--- config.mk ---
export PLATFORM = sky130hd
export DESIGN_NAME = set_of_stacks_with_pop_at_top
export DESIGN_NICKNAME = d
export VERILOG_FILES = /design/src/hw/rtl/sosp_pkg.sv /design/src/hw/rtl/sosp_cell.sv /design/src/hw/rtl/sosp_layout.sv /design/src/hw/rtl/set_of_stacks_with_pop_at_top.sv
export VERILOG_INCLUDE_DIRS = /design/src /design/src/hw/rtl
export SDC_FILE = /design/constraint.sdc
export NUM_CORES = 2
export LEC_CHECK = 0
export BUFFER_PORTS_ARGS = -buffer_cell sky130_fd_sc_hd__buf_4
export CORE_MARGIN = 5
export CORE_UTILIZATION = 34
export CTS_BUF_LIST = sky130_fd_sc_hd__clkbuf_16
export CTS_CLUSTER_SIZE = 16
export DETAILED_ROUTE_END_ITERATION = 7
export GPL_ROUTABILITY_DRIVEN = 0
export PLACE_DENSITY = 0.57
export SYNTH_ARGS = -nofsm -noshare
export SYNTH_HDL_FRONTEND = slang
export SYNTH_SLANG_ARGS = --single-unit
--- constraint.sdc ---
create_clock -name aclk -period 11.35 [get_ports aclk]
set_clock_uncertainty 0.15 [all_clocks]
set_input_delay 1.7025 -clock aclk [delete_from_list [all_inputs] [get_ports aclk]]
set_output_delay 1.7025 -clock aclk [all_outputs]
set_load 0.03 [all_outputs]
--- src/hw/rtl/assert_macros.svh ---
// ----------------------------------------------------------------------------
// Assertion macros
// Clocked implication checks shared by the set-of-stacks RTL.
// ----------------------------------------------------------------------------
`ifndef ASSERT_MACROS_SVH
`define ASSERT_MACROS_SVH

// Same-cycle implication, sampled on aclk, off during reset.
`define SOSP_ASSERT_IMPL(label, ante, cons, msg) \
    label: assert property (@(posedge aclk) disable iff (!aresetn) (ante) |-> (cons)) \
        else $error(msg);

// Next-cycle implication, sampled on aclk, off during reset.
`define SOSP_ASSERT_NEXT(label, ante, cons, msg) \
    label: assert property (@(posedge aclk) disable iff (!aresetn) (ante) |=> (cons)) \
        else $error(msg);

`endif

--- src/hw/rtl/sosp_pkg.sv ---
// ----------------------------------------------------------------------------
// sosp_pkg
// Shared codes and types for the set of stacks with pop-at.
// ----------------------------------------------------------------------------
package sosp_pkg;

    localparam int PLATES_W = 7;
    localparam logic [PLATES_W-1:0] PLATES_RESET = 7'd3;

    localparam int ACTION_W = 2;
    localparam int STATUS_W = 2;
    localparam int SIDX_W   = 6;
    localparam int OUTVAL_W = 32;
    localparam int OUTCNT_W = 7;

    localparam int PADDR_W = 2;
    localparam int PDATA_W = 32;
    localparam logic [PADDR_W-1:0] ADDR_PLATES = 2'd0;

    typedef enum logic [ACTION_W-1:0] {
        ACT_PUSH    = 2'd0,
        ACT_POP     = 2'd1,
        ACT_POP_AT  = 2'd2,
        ACT_READ    = 2'd3
    } action_t;

    typedef enum logic [STATUS_W-1:0] {
        ST_OK     = 2'd0,
        ST_EMPTY  = 2'd1,
        ST_BADIDX = 2'd2,
        ST_FULL   = 2'd3
    } status_t;

    // Per-cell move: keep, take the newer neighbor, take the older neighbor.
    typedef enum logic [1:0] {
        CELL_HOLD       = 2'd0,
        CELL_TAKE_NEWER = 2'd1,
        CELL_TAKE_OLDER = 2'd2
    } cell_ctl_t;

    // Layout bookkeeping request for one item.
    typedef struct packed {
        logic grow;
        logic shrink;
    } layout_step_t;

endpackage

--- src/hw/rtl/sosp_cell.sv ---
// ----------------------------------------------------------------------------
// sosp_cell
// One storage cell of the value chain; loads from either neighbor.
// ----------------------------------------------------------------------------
module sosp_cell #(
    parameter int VALUE_WIDTH = 32
) (
    input  logic                          aclk,
    input  sosp_pkg::cell_ctl_t           ctl_i,
    input  logic signed [VALUE_WIDTH-1:0] newer_i,
    input  logic signed [VALUE_WIDTH-1:0] older_i,
    output logic signed [VALUE_WIDTH-1:0] value_o
);

    logic signed [VALUE_WIDTH-1:0] value_reg;

    always_ff @(posedge aclk) begin
        unique case (ctl_i)
            sosp_pkg::CELL_TAKE_NEWER: value_reg <= newer_i;
            sosp_pkg::CELL_TAKE_OLDER: value_reg <= older_i;
            default:                   value_reg <= value_reg;
        endcase
    end

    assign value_o = value_reg;

endmodule

--- src/hw/rtl/sosp_layout.sv ---
// ----------------------------------------------------------------------------
// sosp_layout
// Tracks last sub-stack index and fill; rebuilds them by restoring
// division after a capacity change, or clears them if the store is empty.
// ----------------------------------------------------------------------------
module sosp_layout #(
    parameter int CNT_W = 7,
    parameter int IDX_W = 6
) (
    input  logic                           aclk,
    input  logic                           aresetn,
    input  logic                           start_i,
    input  logic [CNT_W-1:0]               count_i,
    input  logic [sosp_pkg::PLATES_W-1:0]  cap_i,
    input  sosp_pkg::layout_step_t         step_i,
    output logic [IDX_W-1:0]               idx_o,
    output logic [IDX_W-1:0]               idx_next_o,
    output logic                           busy_o
);

    localparam int FW     = sosp_pkg::PLATES_W;
    localparam int STEP_W = $clog2(CNT_W + 1);

    typedef enum logic [1:0] {
        LY_IDLE = 2'b01,
        LY_DIV  = 2'b10
    } ly_state_t;

    ly_state_t         state_reg, state_next;
    logic [IDX_W-1:0]  idx_reg, idx_next;
    logic [FW-1:0]     fill_reg, fill_next;
    logic [CNT_W-1:0]  dsh_reg, dsh_next;
    logic [FW-1:0]     rem_reg, rem_next;
    logic [CNT_W-1:0]  quo_reg, quo_next;
    logic [STEP_W-1:0] step_reg, step_next;

    logic [FW:0]       rem_sh;
    logic              rem_ge;
    logic [FW-1:0]     rem_new;
    logic [CNT_W-1:0]  quo_new;

    // one quotient bit per cycle
    always_comb begin
        rem_sh  = {rem_reg, dsh_reg[CNT_W-1]};
        rem_ge  = rem_sh >= {1'b0, cap_i};
        rem_new = rem_ge ? FW'(rem_sh - {1'b0, cap_i}) : rem_sh[FW-1:0];
        quo_new = {quo_reg[CNT_W-2:0], rem_ge};
    end

    always_comb begin
        state_next = state_reg;
        idx_next   = idx_reg;
        fill_next  = fill_reg;
        dsh_next   = dsh_reg;
        rem_next   = rem_reg;
        quo_next   = quo_reg;
        step_next  = step_reg;
        unique case (state_reg)
            LY_IDLE: begin
                if (start_i) begin
                    if (count_i == '0) begin
                        idx_next  = '0;
                        fill_next = '0;
                    end else begin
                        dsh_next   = count_i - CNT_W'(1);
                        rem_next   = '0;
                        quo_next   = '0;
                        step_next  = STEP_W'(CNT_W);
                        state_next = LY_DIV;
                    end
                end else if (step_i.grow) begin
                    if (fill_reg == '0) begin
                        idx_next  = '0;
                        fill_next = FW'(1);
                    end else if (fill_reg == cap_i) begin
                        idx_next  = idx_reg + IDX_W'(1);
                        fill_next = FW'(1);
                    end else begin
                        fill_next = fill_reg + FW'(1);
                    end
                end else if (step_i.shrink) begin
                    if (fill_reg == FW'(1)) begin
                        if (idx_reg == '0) begin
                            fill_next = '0;
                        end else begin
                            idx_next  = idx_reg - IDX_W'(1);
                            fill_next = cap_i;
                        end
                    end else begin
                        fill_next = fill_reg - FW'(1);
                    end
                end
            end
            LY_DIV: begin
                dsh_next  = {dsh_reg[CNT_W-2:0], 1'b0};
                rem_next  = rem_new;
                quo_next  = quo_new;
                step_next = step_reg - STEP_W'(1);
                if (step_reg == STEP_W'(1)) begin
                    idx_next   = IDX_W'(quo_new);
                    fill_next  = rem_new + FW'(1);
                    state_next = LY_IDLE;
                end
            end
            default: state_next = LY_IDLE;
        endcase
    end

    always_ff @(posedge aclk) begin
        if (!aresetn) begin
            state_reg <= LY_IDLE;
            idx_reg   <= '0;
            fill_reg  <= '0;
            step_reg  <= '0;
        end else begin
            state_reg <= state_next;
            idx_reg   <= idx_next;
            fill_reg  <= fill_next;
            step_reg  <= step_next;
        end
    end

    always_ff @(posedge aclk) begin
        dsh_reg <= dsh_next;
        rem_reg <= rem_next;
        quo_reg <= quo_next;
    end

    assign idx_o      = idx_reg;
    assign idx_next_o = idx_next;
    assign busy_o     = (state_reg == LY_DIV);

endmodule

--- src/hw/rtl/set_of_stacks_with_pop_at_top.sv ---
// Set of stacks with pop-at: one store of STORE_DEPTH values viewed as
// sub-stacks of plates_per_stack values each (0 is taken as 1), all full
// except the last. Push, pop, pop-at and read-top each give one result item
// holding the newest value (0 when empty), the count, the last sub-stack
// index and a status. The store is a chain of cells kept newest-first, so
// every operation is a single neighbor shift: an item is taken each cycle
// unless a layout rebuild or a held result stalls it, and its result
// appears on the m_ side the next cycle, while the output register lets the
// next item in as the current result is taken. A write of plates_per_stack
// starts a restoring division of the count by the new capacity that rebuilds
// the sub-stack layout; while the store holds values, s_ready stays low until
// the division is done, and not at all when the store is empty.
// The register sits at byte address 0 of the APB-style port.
// ----------------------------------------------------------------------------
// set_of_stacks_with_pop_at_top
// Top level: APB register, item handshake, cell chain and layout tracking.
// ----------------------------------------------------------------------------
`include "assert_macros.svh"

module set_of_stacks_with_pop_at_top #(
    parameter int STORE_DEPTH = 64,
    parameter int VALUE_WIDTH = 32
) (
    input  logic                                 aclk,
    input  logic                                 aresetn,
    // configuration
    input  logic                                 psel,
    input  logic                                 penable,
    input  logic                                 pwrite,
    input  logic [sosp_pkg::PADDR_W-1:0]         paddr,
    input  logic [sosp_pkg::PDATA_W-1:0]         pwdata,
    output logic [sosp_pkg::PDATA_W-1:0]         prdata,
    output logic                                 pready,
    // input items
    input  logic                                 s_valid,
    output logic                                 s_ready,
    input  logic [sosp_pkg::ACTION_W-1:0]        s_action,
    input  logic signed [31:0]                   s_value,
    input  logic [sosp_pkg::SIDX_W-1:0]          s_stack_index,
    // result items
    output logic                                 m_valid,
    input  logic                                 m_ready,
    output logic signed [sosp_pkg::OUTVAL_W-1:0] m_top_value,
    output logic [sosp_pkg::STATUS_W-1:0]        m_status,
    output logic [sosp_pkg::OUTCNT_W-1:0]        m_item_count,
    output logic [sosp_pkg::SIDX_W-1:0]          m_current_stack
);

    localparam int CNT_W = $clog2(STORE_DEPTH + 1);
    localparam int IDX_W = $clog2(STORE_DEPTH);
    localparam int PW    = sosp_pkg::PLATES_W;
    // wide enough for (index+1)*capacity and for the count
    localparam int EW    = (CNT_W > 13) ? CNT_W : 13;
    localparam int CW    = (IDX_W > sosp_pkg::SIDX_W) ? IDX_W : sosp_pkg::SIDX_W;

    // ---------------- configuration register ----------------
    logic [PW-1:0] plates_reg;
    logic [PW-1:0] cap;
    logic          cfg_wr;

    assign cfg_wr = psel && penable && pwrite && pready
                    && (paddr == sosp_pkg::ADDR_PLATES);
    assign pready = 1'b1;
    assign prdata = (paddr == sosp_pkg::ADDR_PLATES) ? sosp_pkg::PDATA_W'(plates_reg) : '0;

    always_ff @(posedge aclk) begin
        if (!aresetn) begin
            plates_reg <= sosp_pkg::PLATES_RESET;
        end else if (cfg_wr) begin
            plates_reg <= pwdata[PW-1:0];
        end
    end

    // zero capacity behaves as one
    assign cap = (plates_reg == '0) ? PW'(1) : plates_reg;

    // ---------------- state ----------------
    logic [CNT_W-1:0] count_reg, count_next;
    logic [IDX_W-1:0] idx_cur, idx_next;
    logic             layout_busy;
    logic             s_accept;

    logic                    m_valid_reg;
    logic signed [sosp_pkg::OUTVAL_W-1:0] m_top_value_reg;
    sosp_pkg::status_t       m_status_reg;
    logic [sosp_pkg::OUTCNT_W-1:0] m_item_count_reg;
    logic [sosp_pkg::SIDX_W-1:0]   m_current_stack_reg;

    // One item at a time through the chain; held back only by a full output
    // register or a layout rebuild.
    assign s_ready  = !layout_busy && (!m_valid_reg || m_ready);
    assign s_accept = s_valid && s_ready;

    // ---------------- pop-at position ----------------
    // Chain index 0 is the newest value. The sub-stack top removed by
    // pop-at lies at min((index+1)*cap, count) from the bottom, i.e. at
    // count - min(...) from the newest end.
    logic [EW-1:0]    end_pos;
    logic [EW-1:0]    count_ext;
    logic [IDX_W-1:0] cut_pos;
    logic             bad_index;

    always_comb begin
        end_pos   = (EW'(s_stack_index) + EW'(1)) * EW'(cap);
        count_ext = EW'(count_reg);
        cut_pos   = (end_pos >= count_ext) ? '0 : IDX_W'(count_ext - end_pos);
        bad_index = CW'(s_stack_index) > CW'(idx_cur);
    end

    // ---------------- operation decode ----------------
    sosp_pkg::status_t      status_d;
    sosp_pkg::layout_step_t step_d;
    sosp_pkg::layout_step_t step_q;
    sosp_pkg::cell_ctl_t    op_ctl;
    logic                   op_cut;
    sosp_pkg::cell_ctl_t    cell_ctl [STORE_DEPTH];

    always_comb begin
        status_d    = sosp_pkg::ST_OK;
        step_d      = '0;
        count_next  = count_reg;
        op_ctl      = sosp_pkg::CELL_HOLD;
        op_cut      = 1'b0;
        unique case (sosp_pkg::action_t'(s_action))
            sosp_pkg::ACT_PUSH: begin
                if (count_reg == CNT_W'(STORE_DEPTH)) begin
                    status_d = sosp_pkg::ST_FULL;
                end else begin
                    step_d.grow = 1'b1;
                    count_next  = count_reg + CNT_W'(1);
                    op_ctl      = sosp_pkg::CELL_TAKE_NEWER;
                end
            end
            sosp_pkg::ACT_POP: begin
                if (count_reg == '0) begin
                    status_d = sosp_pkg::ST_EMPTY;
                end else begin
                    step_d.shrink = 1'b1;
                    count_next    = count_reg - CNT_W'(1);
                    op_ctl        = sosp_pkg::CELL_TAKE_OLDER;
                end
            end
            sosp_pkg::ACT_POP_AT: begin
                if (bad_index) begin
                    status_d = sosp_pkg::ST_BADIDX;
                end else if (count_reg == '0) begin
                    status_d = sosp_pkg::ST_EMPTY;
                end else begin
                    step_d.shrink = 1'b1;
                    count_next    = count_reg - CNT_W'(1);
                    op_ctl        = sosp_pkg::CELL_TAKE_OLDER;
                    op_cut        = 1'b1;
                end
            end
            sosp_pkg::ACT_READ: begin
                if (count_reg == '0) begin
                    status_d = sosp_pkg::ST_EMPTY;
                end
            end
            default: status_d = sosp_pkg::ST_OK;
        endcase
    end

    // per-cell moves; pop-at only shifts the cells at or past the cut
    always_comb begin
        for (int j = 0; j < STORE_DEPTH; j++) begin
            if (!s_accept) begin
                cell_ctl[j] = sosp_pkg::CELL_HOLD;
            end else if (op_cut && (IDX_W'(j) < cut_pos)) begin
                cell_ctl[j] = sosp_pkg::CELL_HOLD;
            end else begin
                cell_ctl[j] = op_ctl;
            end
        end
    end

    assign step_q.grow   = s_accept && step_d.grow;
    assign step_q.shrink = s_accept && step_d.shrink;

    // ---------------- cell chain ----------------
    logic signed [VALUE_WIDTH-1:0] cell_q     [STORE_DEPTH];
    logic signed [VALUE_WIDTH-1:0] cell_newer [STORE_DEPTH];
    logic signed [VALUE_WIDTH-1:0] cell_older [STORE_DEPTH];

    for (genvar g = 0; g < STORE_DEPTH; g++) begin : g_cell
        if (g == 0) begin : g_head
            assign cell_newer[g] = VALUE_WIDTH'(s_value);
        end else begin : g_mid
            assign cell_newer[g] = cell_q[g-1];
        end
        if (g == STORE_DEPTH - 1) begin : g_tail
            assign cell_older[g] = cell_q[g];
        end else begin : g_body
            assign cell_older[g] = cell_q[g+1];
        end

        sosp_cell #(
            .VALUE_WIDTH (VALUE_WIDTH)
        ) u_cell (
            .aclk    (aclk),
            .ctl_i   (cell_ctl[g]),
            .newer_i (cell_newer[g]),
            .older_i (cell_older[g]),
            .value_o (cell_q[g])
        );
    end

    // ---------------- layout ----------------
    sosp_layout #(
        .CNT_W (CNT_W),
        .IDX_W (IDX_W)
    ) u_layout (
        .aclk       (aclk),
        .aresetn    (aresetn),
        .start_i    (cfg_wr),
        .count_i    (count_reg),
        .cap_i      (cap),
        .step_i     (step_q),
        .idx_o      (idx_cur),
        .idx_next_o (idx_next),
        .busy_o     (layout_busy)
    );

    // ---------------- result ----------------
    // newest value after the move, taken from what cell 0 is about to load
    logic signed [VALUE_WIDTH-1:0] head_next;

    always_comb begin
        case (cell_ctl[0])
            sosp_pkg::CELL_TAKE_NEWER: head_next = cell_newer[0];
            sosp_pkg::CELL_TAKE_OLDER: head_next = cell_older[0];
            default:                   head_next = cell_q[0];
        endcase
    end

    always_ff @(posedge aclk) begin
        if (!aresetn) begin
            count_reg   <= '0;
            m_valid_reg <= 1'b0;
        end else begin
            if (s_accept) begin
                count_reg   <= count_next;
                m_valid_reg <= 1'b1;
            end else if (m_ready) begin
                m_valid_reg <= 1'b0;
            end
        end
    end

    always_ff @(posedge aclk) begin
        if (s_accept) begin
            m_top_value_reg     <= (count_next == '0) ? '0
                                   : sosp_pkg::OUTVAL_W'(head_next);
            m_status_reg        <= status_d;
            m_item_count_reg    <= sosp_pkg::OUTCNT_W'(count_next);
            m_current_stack_reg <= sosp_pkg::SIDX_W'(idx_next);
        end
    end

    assign m_valid         = m_valid_reg;
    assign m_top_value     = m_top_value_reg;
    assign m_status        = m_status_reg;
    assign m_item_count    = m_item_count_reg;
    assign m_current_stack = m_current_stack_reg;

    // ---------------- assertions ----------------
    `SOSP_ASSERT_NEXT(a_item_gives_result,
        s_valid && s_ready, m_valid,
        "accepted item produced no result")
    `SOSP_ASSERT_IMPL(a_full_at_depth,
        m_valid && (m_status == sosp_pkg::ST_FULL),
        m_item_count == sosp_pkg::OUTCNT_W'(STORE_DEPTH),
        "full status below depth")
    `SOSP_ASSERT_IMPL(a_empty_reads_zero,
        m_valid && (m_item_count == '0), m_top_value == '0,
        "empty store reported nonzero top")
    `SOSP_ASSERT_IMPL(a_no_item_in_rebuild,
        layout_busy, !s_accept && !step_q.grow && !step_q.shrink,
        "item taken during layout rebuild")

endmodule
# Yosys cells after proc, flatten, opt, wreduce, memory -nomap -nowiden
# Cells that the tools add are included.
[classes]
muxes = 249
shifts = 0
n_eq_ne = 141
n_reduce_logical = 149
n_bitwise = 0
multipliers = 1
n_addsub = 11
n_lt_le_gt_ge = 67
div = 0
[op_table]
columns = ["cell", "count"]
rows = [
  ["one-hot mux 32 bit (2 select lines)", 63],
  ["2-to-1 mux 2 bit", 135],
  ["less-than comparator 6 bit, first input constant", 32],
  ["2-to-1 mux 7 bit", 19],
  ["== test 2 x 1 -> 1 bit, second input constant", 66],
  ["== test 2 bit, second input constant", 66],
  ["nonzero test 2 bit", 64],
  ["less-than comparator 5 x 6 -> 1 bit, first input constant", 16],
  ["logical AND 1 bit", 71],
  ["2-to-1 mux 6 bit", 10],
  ["less-than comparator 4 x 6 -> 1 bit, first input constant", 8],
  ["one-hot mux 7 bit (2 select lines)", 3],
  ["zero test 7 bit", 4],
  ["less-than comparator 3 x 6 -> 1 bit, first input constant", 4],
  ["adder 7 x 1 -> 7 bit, second input constant", 3],
  ["one-hot mux 7 bit (3 select lines)", 1],
  ["subtractor 7 x 1 -> 7 bit, second input constant", 2],
  ["greater-or-equal comparator 13 x 7 -> 1 bit", 1],
  ["multiplier 7 x 7 -> 13 bit", 1],
  ["less-than comparator 1 x 6 -> 1 bit, first input constant", 2],
  ["less-than comparator 2 x 6 -> 1 bit, first input constant", 2],
  ["one-hot mux 2 bit (3 select lines)", 2],
  ["one-hot mux 6 bit (2 select lines)", 1],
  ["one-hot mux 5 bit (2 select lines)", 1],
  ["28 further kinds", 41],
]
[totals]
ram_bits = 0
mem_count = 0
out_inout_bits = 82
latchBits = 0
rom_bits = 0
regBits = 2147

# Longest topological paths before layout
[depth]
depth_word = 11
mapped_depth = 28

# Hierarchy
# From an unflattened synthesis, not the netlist that was laid out.
[unflattened]
cells_unflattened = 5860
area_unflattened_um2 = 108211.3
[by_module_without_submodules]
columns = ["mod", "instances", "cells_per_inst", "area_per_inst_um2", "seq_area_each_um2"]
rows = [
  ["sosp_cell", 64, 71, 1525.2, 960.9],
  ["set_of_stacks_with_pop_at_top", 1, 932, 7408.4, 1711.6],
  ["sosp_layout", 1, 384, 3189.3, 930.9],
]

# Least setup slack after synthesis
# No wires, ideal clock.
[synth_path]
kind = "input port to flip-flop"
start = "input port s_stack_index[0] (netlist name)"
end = "register g_cell[21].u_cell.value_reg[0] (enable)"
cell_stages = 25
setup_ps = 387
arrival_time_ps = 7995
path_buffers = 0
slack_ps = 2819
path_cell_list = "ha_1 nand3_1 xor2_1 nor2_1 fa_1 inv_1 fa_1 inv_1 fa_1 inv_1 fa_1 inv_1 ha_1 o21a_1 o31ai_1 a21boi_0 ha_1 a21oi_1 o221ai_1 nor4_4 o21ai_0 or2_2 o21ba_2 ha_1 inv_1"
[synth_via]
elab_chain_len = 10
elab_cells_between_ends = 17
cone_classes = "add/sub: 2; mul: 1; order compare: 3; eq/ne: 2; mux: 7; reduce/logical: 2"
[synth_rtl]
columns = ["element", "line", "source"]
rows = [
  ["from (decl)", "set_of_stacks_with_pop_at_top.sv:39", "input logic [sosp_pkg::SIDX_W-1:0] s_stack_index,"],
  ["adder 6 x 1 -> 7 bit", "set_of_stacks_with_pop_at_top.sv:104", "end_pos = (EW'(s_stack_index) + EW'(1)) * EW'(cap);"],
  ["multiplier 7 x 7 -> 13 bit", "set_of_stacks_with_pop_at_top.sv:104", ""],
  ["greater-or-equal comparator 13 x 7 -> 1 bit or subtractor 6 bit (tied branches)", "set_of_stacks_with_pop_at_top.sv:106", "cut_pos = (end_pos >= count_ext) ? '0 : IDX_W'(count_ext - end_pos);"],
  ["2-to-1 mux 6 bit", "set_of_stacks_with_pop_at_top.sv:106", ""],
  ["less-than comparator 5 x 6 -> 1 bit", "set_of_stacks_with_pop_at_top.sv:169", "end else if (op_cut && (IDX_W'(j) < cut_pos)) begin"],
  ["logical AND 1 bit", "set_of_stacks_with_pop_at_top.sv:169", ""],
  ["2-to-1 mux 2 bit (*)", "set_of_stacks_with_pop_at_top.sv:169", ""],
  ["2-to-1 mux 2 bit (*)", "set_of_stacks_with_pop_at_top.sv:167", "if (!s_accept) begin"],
  ["== test 2 x 1 -> 1 bit or == test 2 bit (tied branches)", "sosp_cell.sv:18", "unique case (ctl_i)"],
  ["nonzero test 2 bit (no line) (*)", "-", ""],
  ["to (signal assigned)", "sosp_cell.sv:19", "sosp_pkg::CELL_TAKE_NEWER: value_reg <= newer_i;"],
  ["to (signal assigned)", "sosp_cell.sv:20", "sosp_pkg::CELL_TAKE_OLDER: value_reg <= older_i;"],
  ["to (signal assigned)", "sosp_cell.sv:21", "default: value_reg <= value_reg;"],
  ["to (decl)", "sosp_cell.sv:15", "logic signed [VALUE_WIDTH-1:0] value_reg;"],
]
# Mark *: on every way between the ends. The rest lies on a longest branch, timed or not.
# A chain may end at the register's enable or synchronous reset.

# Worst setup path after layout
[layout_path]
start = "input port s_stack_index[0] (netlist name)"
end = "register m_top_value_reg (netlist bit m_top_value[13]) (data pin)"
[layout_via]
elab_chain_len = 10
elab_cells_between_ends = 20
cone_classes = "add/sub: 2; mul: 1; order compare: 3; eq/ne: 2; mux: 10; reduce/logical: 2"
[layout_rtl]
columns = ["element", "line", "source"]
rows = [
  ["adder 6 x 1 -> 7 bit", "set_of_stacks_with_pop_at_top.sv:104", ""],
  ["multiplier 7 x 7 -> 13 bit", "set_of_stacks_with_pop_at_top.sv:104", ""],
  ["greater-or-equal comparator 13 x 7 -> 1 bit or subtractor 6 bit (tied branches)", "set_of_stacks_with_pop_at_top.sv:106", ""],
  ["2-to-1 mux 6 bit", "set_of_stacks_with_pop_at_top.sv:106", ""],
  ["less-than comparator 1 x 6 -> 1 bit", "set_of_stacks_with_pop_at_top.sv:169", ""],
  ["logical AND 1 bit", "set_of_stacks_with_pop_at_top.sv:169", ""],
  ["2-to-1 mux 2 bit (*)", "set_of_stacks_with_pop_at_top.sv:169", ""],
  ["2-to-1 mux 2 bit (*)", "set_of_stacks_with_pop_at_top.sv:167", ""],
  ["== test 2 bit or == test 2 x 1 -> 1 bit (tied branches)", "set_of_stacks_with_pop_at_top.sv:229", "case (cell_ctl[0])"],
  ["one-hot mux 32 bit (2 select lines) (*)", "-", ""],
  ["named net head_next[13]", "set_of_stacks_with_pop_at_top.sv:226", "logic signed [VALUE_WIDTH-1:0] head_next;"],
  ["to (signal assigned)", "set_of_stacks_with_pop_at_top.sv:252", "m_top_value_reg <= (count_next == '0) ? '0"],
  ["to (decl)", "set_of_stacks_with_pop_at_top.sv:84", "logic signed [sosp_pkg::OUTVAL_W-1:0] m_top_value_reg;"],
]
# Mark *: on every way through the listed nets, which the timed path passes. The rest lies on a longest branch.

==> flow_summary_export.csv <==
group,metric,value,unit
drt,viasPerCell,5.07,
synthesis,netlist_instances,5688,
synthesis,syn-mean-instance-area,16.8,µm²
timing,timing.hold.ws,0.284,ns
power_and_ir_drop,vdd_drop_max,117,µV
setup_path,r2r_setup_slack,3.42,ns
final_layout,utilization,38.6,%
synthesis,yosysWarnings,0,
final_layout,syn2layout_area_growth,12.7,%
synthesis,async_flop_share,0,%
setup_path,startpoint,"s_stack_index[0]",
synthesis,synth_area,95800,µm²
synthesis,synth_edf_count,2082,
timing,setup_viol,0,
setup_path,r2r-end,"m_top_value[13]$_SDFFCE_PN0P_",
drt,drtPass1Iterations,6,
place,io_buffers,111,
global_routing,grt_max_degree,65,
power_and_ir_drop,p_leak,0.0334,µW
timing,timing.fmax,110,MHz
final_layout,largest_register_ffs,2048,
floorplan,dieArea,292000,µm²
setup_path,endpoint_kind,"flop",
timing,slew_violations,0,
timing,final.min_clock_period,9.11,ns
global_routing,grt-ovfl-total,0,
final_layout,layout_commonest_cell,"edfxtp_1",
place,hpwl,139,mm
min_path,hold_class,"flop to flop",
synthesis,ys_ff_latch,2147,
drt,drt_iter0_drc,3382,
floorplan,boundaryPins,163,
global_routing,grt_pass1_vias,51884,
timing,finalHoldViolCount,0,
setup_path,crit_required,11.79,ns
drt,antenna_left,0,
timing,period_share,80.3,%
drt,wl_per_cell,21.7,µm
power_and_ir_drop,power.internal,14200,µW
power_and_ir_drop,p_sw,4620,µW
setup_path,worstRegToRegCells,23,
global_routing,track_usage,13.9,%
power_and_ir_drop,clkPwrFrac,37.6,%
cts,clockBufferDepth,4,
setup_path,arrival,9.56,ns
final_layout,final_area,108000,µm²
floorplan,dieHeight,541,µm
setup_path,crit_path_end,"m_top_value[13]$_SDFFCE_PN0P_",
setup_path,worst-path-max-fanout,60,
place,placed_area,101000,µm²
floorplan,initial_core_util,34.2,%
cts,post_cts_buffers,0,
setup_path,critical_path_class,"input port to flop",
cts,cts_buffers,227,
power_and_ir_drop,power_density,175,nW/µm²
cts,clk_latency,0.87,ns
power_and_ir_drop,combPwrFrac,11.2,%
timing,rsz0062_at_grt,"false",
drt,wl,211,mm
outcome,run_status,"completed",
final_layout,n_antenna_cell,0,
min_path,hold_start,"g_cell[62].u_cell.value_o[23]$_DFFE_PP_",
setup_path,r2r-start,"plates_reg[1]$_SDFFE_PN1P_",
floorplan,rows,194,
floorplan,die_w,541,µm
power_and_ir_drop,seqPwrFrac,51.2,%
setup_path,start_kind,"input port",
drt,drc_errors,0,
timing,tightest_slew,1.32,ns
flow_run,cap_violations,0,
global_routing,antenna_found_initial,3,
cts,hold_buffers,0,
cts,cts_max_level,4,
final_layout,nFillCells,25788,
timing,slew_headroom,11.8,%
drt,num_vias,49296,
cts,clk_pin_slew,0.06,ns
cts,root_buffer,"clkbuf_16",
final_layout,drive_gt1_share,42.9,%
synthesis,ys_types,77,
cts,clock-sinks,2147,
final_layout,final_nets,6066,
timing,setup-tns-final,0,ns
cts,ctsResizeCount,0,
cts,cts_tree,"built",
final_layout,layout_common_cells,"edfxtp_1 (2082), mux2_2 (1989), buf_4 (248), clkbuf_16 (231), inv_1 (193)",
power_and_ir_drop,p_sw_share,24.5,%
floorplan,fp.coreArea,280000,µm²
synthesis,synth-main-ff-cell,"edfxtp_1",
global_routing,grt_pass1_wl,324,mm
synthesis,ys_seq_area_share,66.6,%
## how the worst min path moves through the flow
stage	slack, ns	cells after the start	to
3_5_place_dp	0.29	0	g_cell[63].u_cell.value_o[12]$_DFFE_PN_
6_report	0.28	0	g_cell[63].u_cell.value_o[23]$_DFFE_PN_
4_1_cts	0.28	0	g_cell[63].u_cell.value_o[23]$_DFFE_PN_
2_1_floorplan	0.27	0	g_cell[63].u_cell.value_o[0]$_DFFE_PN_
5_1_grt	0.32	0	g_cell[63].u_cell.value_o[11]$_DFFE_PN_
3_3_place_gp	0.28	0	g_cell[63].u_cell.value_o[24]$_DFFE_PN_
## kinds of logic after synthesis
| family | after synthesis | synth area share, % |
|---|---|---|
| adder cells (fa/ha/maj) | 163 | 2.32 |
| XOR/XNOR | 42 | 0.384 |
| AO/OA/AOI/OAI | 440 | 3.09 |
| buffers and inverters | 507 | 2.14 |
| flip-flops | 2147 | 66.6 |
| multiplexers | 1994 | 23.4 |
| AND/OR/NAND/NOR | 393 | 2.01 |
| other | 2 | 0.00784 |
## cell type report
class | instances | area, µm² | area share, %
inverter | 140 | 526 | 0.487
clock buffer | 231 | 5780 | 5.35
timing repair buffer | 248 | 1860 | 1.72
sequential | 2147 | 63800 | 59.1
multi-input combinational | 3058 | 30100 | 27.9
tap | 3724 | 4660 | 4.32
clock inverter | 173 | 1240 | 1.15
## per-stage QoR
stage          cells  total power, µW  worst slack, ns
2_1_floorplan   5712            11200             2.82
3_3_place_gp    9317            11900             1.43
3_5_place_dp    9317            12000             1.42
4_1_cts         9721            19100             2.30
5_1_grt         9721            19600             1.82
6_report        9721            18900             2.24
## power by group through the flow
| stage | registers, µW | clock network (µW) | logic, µW |
|---|---|---|---|
| after floorplan | 9710 | 0 | 1490 |
| after global placement | 9830 | 0 | 2080 |
| after detailed placement | 9840 | 0 | 2120 |
| after CTS | 9670 | 7280 | 2130 |
| after global routing | 9710 | 7610 | 2300 |
| final | 9660 | 7090 | 2110 |
## metal layers
metal  part of all wire, %  vias up  wire length [µm]  GRT usage, %
li1                      -    22302                 -             -
met5                 0.014        -                30             0
met1                    47    25780             99300          19.7
met3                   3.9      285              8130          2.04
met4                   2.0        4              4140          3.10
met2                    47      925             99100          22.8
## synth_stat cells, types with 6 or more instances
cell,count,area share (%)
a211oi_1,14,0.11
a21boi_0,6,0.047
a21o_1,49,0.38
a21oi_1,96,0.50
a22oi_1,41,0.32
a31oi_1,16,0.10
and2_1,22,0.14
and3_1,10,0.065
buf_1,189,0.74
buf_2,18,0.094
buf_4,26,0.20
clkbuf_1,131,0.51
dfxtp_1,65,1.4
edfxtp_1,2082,65
fa_1,25,0.52
ha_1,138,1.8
inv_1,136,0.53
mux2_2,1989,23
nand2_1,120,0.47
nand2b_1,14,0.091
nand3_1,37,0.19
nand4_1,11,0.072
nor2_1,92,0.36
nor2b_1,10,0.065
nor3_1,32,0.17
o211ai_1,8,0.063
o21a_1,12,0.094
o21ai_0,104,0.54
o22ai_1,7,0.046
o31ai_1,11,0.086
o41a_1,32,0.38
or2_2,6,0.039
or3_1,9,0.059
xnor2_1,24,0.22
xor2_1,18,0.16
## worst max-delay path, cell delays in order
cell	delay, ns
buf_4	0.15
ha_1	0.23
nand3_1	0.24
xor2_1	0.52
nor2_1	0.13
fa_1	0.53
inv_1	0.05
fa_1	0.48
inv_1	0.06
fa_1	0.54
inv_1	0.06
fa_1	0.54
inv_1	0.04
ha_1	0.34
o21a_1	0.12
o31ai_1	0.13
a21boi_0	0.31
ha_1	0.30
a21oi_1	0.15
o221ai_1	0.17
nor4_4	0.52
nand2_1	0.30
o21a_1	0.27
ha_2	0.97
o21ai_0	0.42
o41a_1	0.21
(Power assumes the default switching activity.)
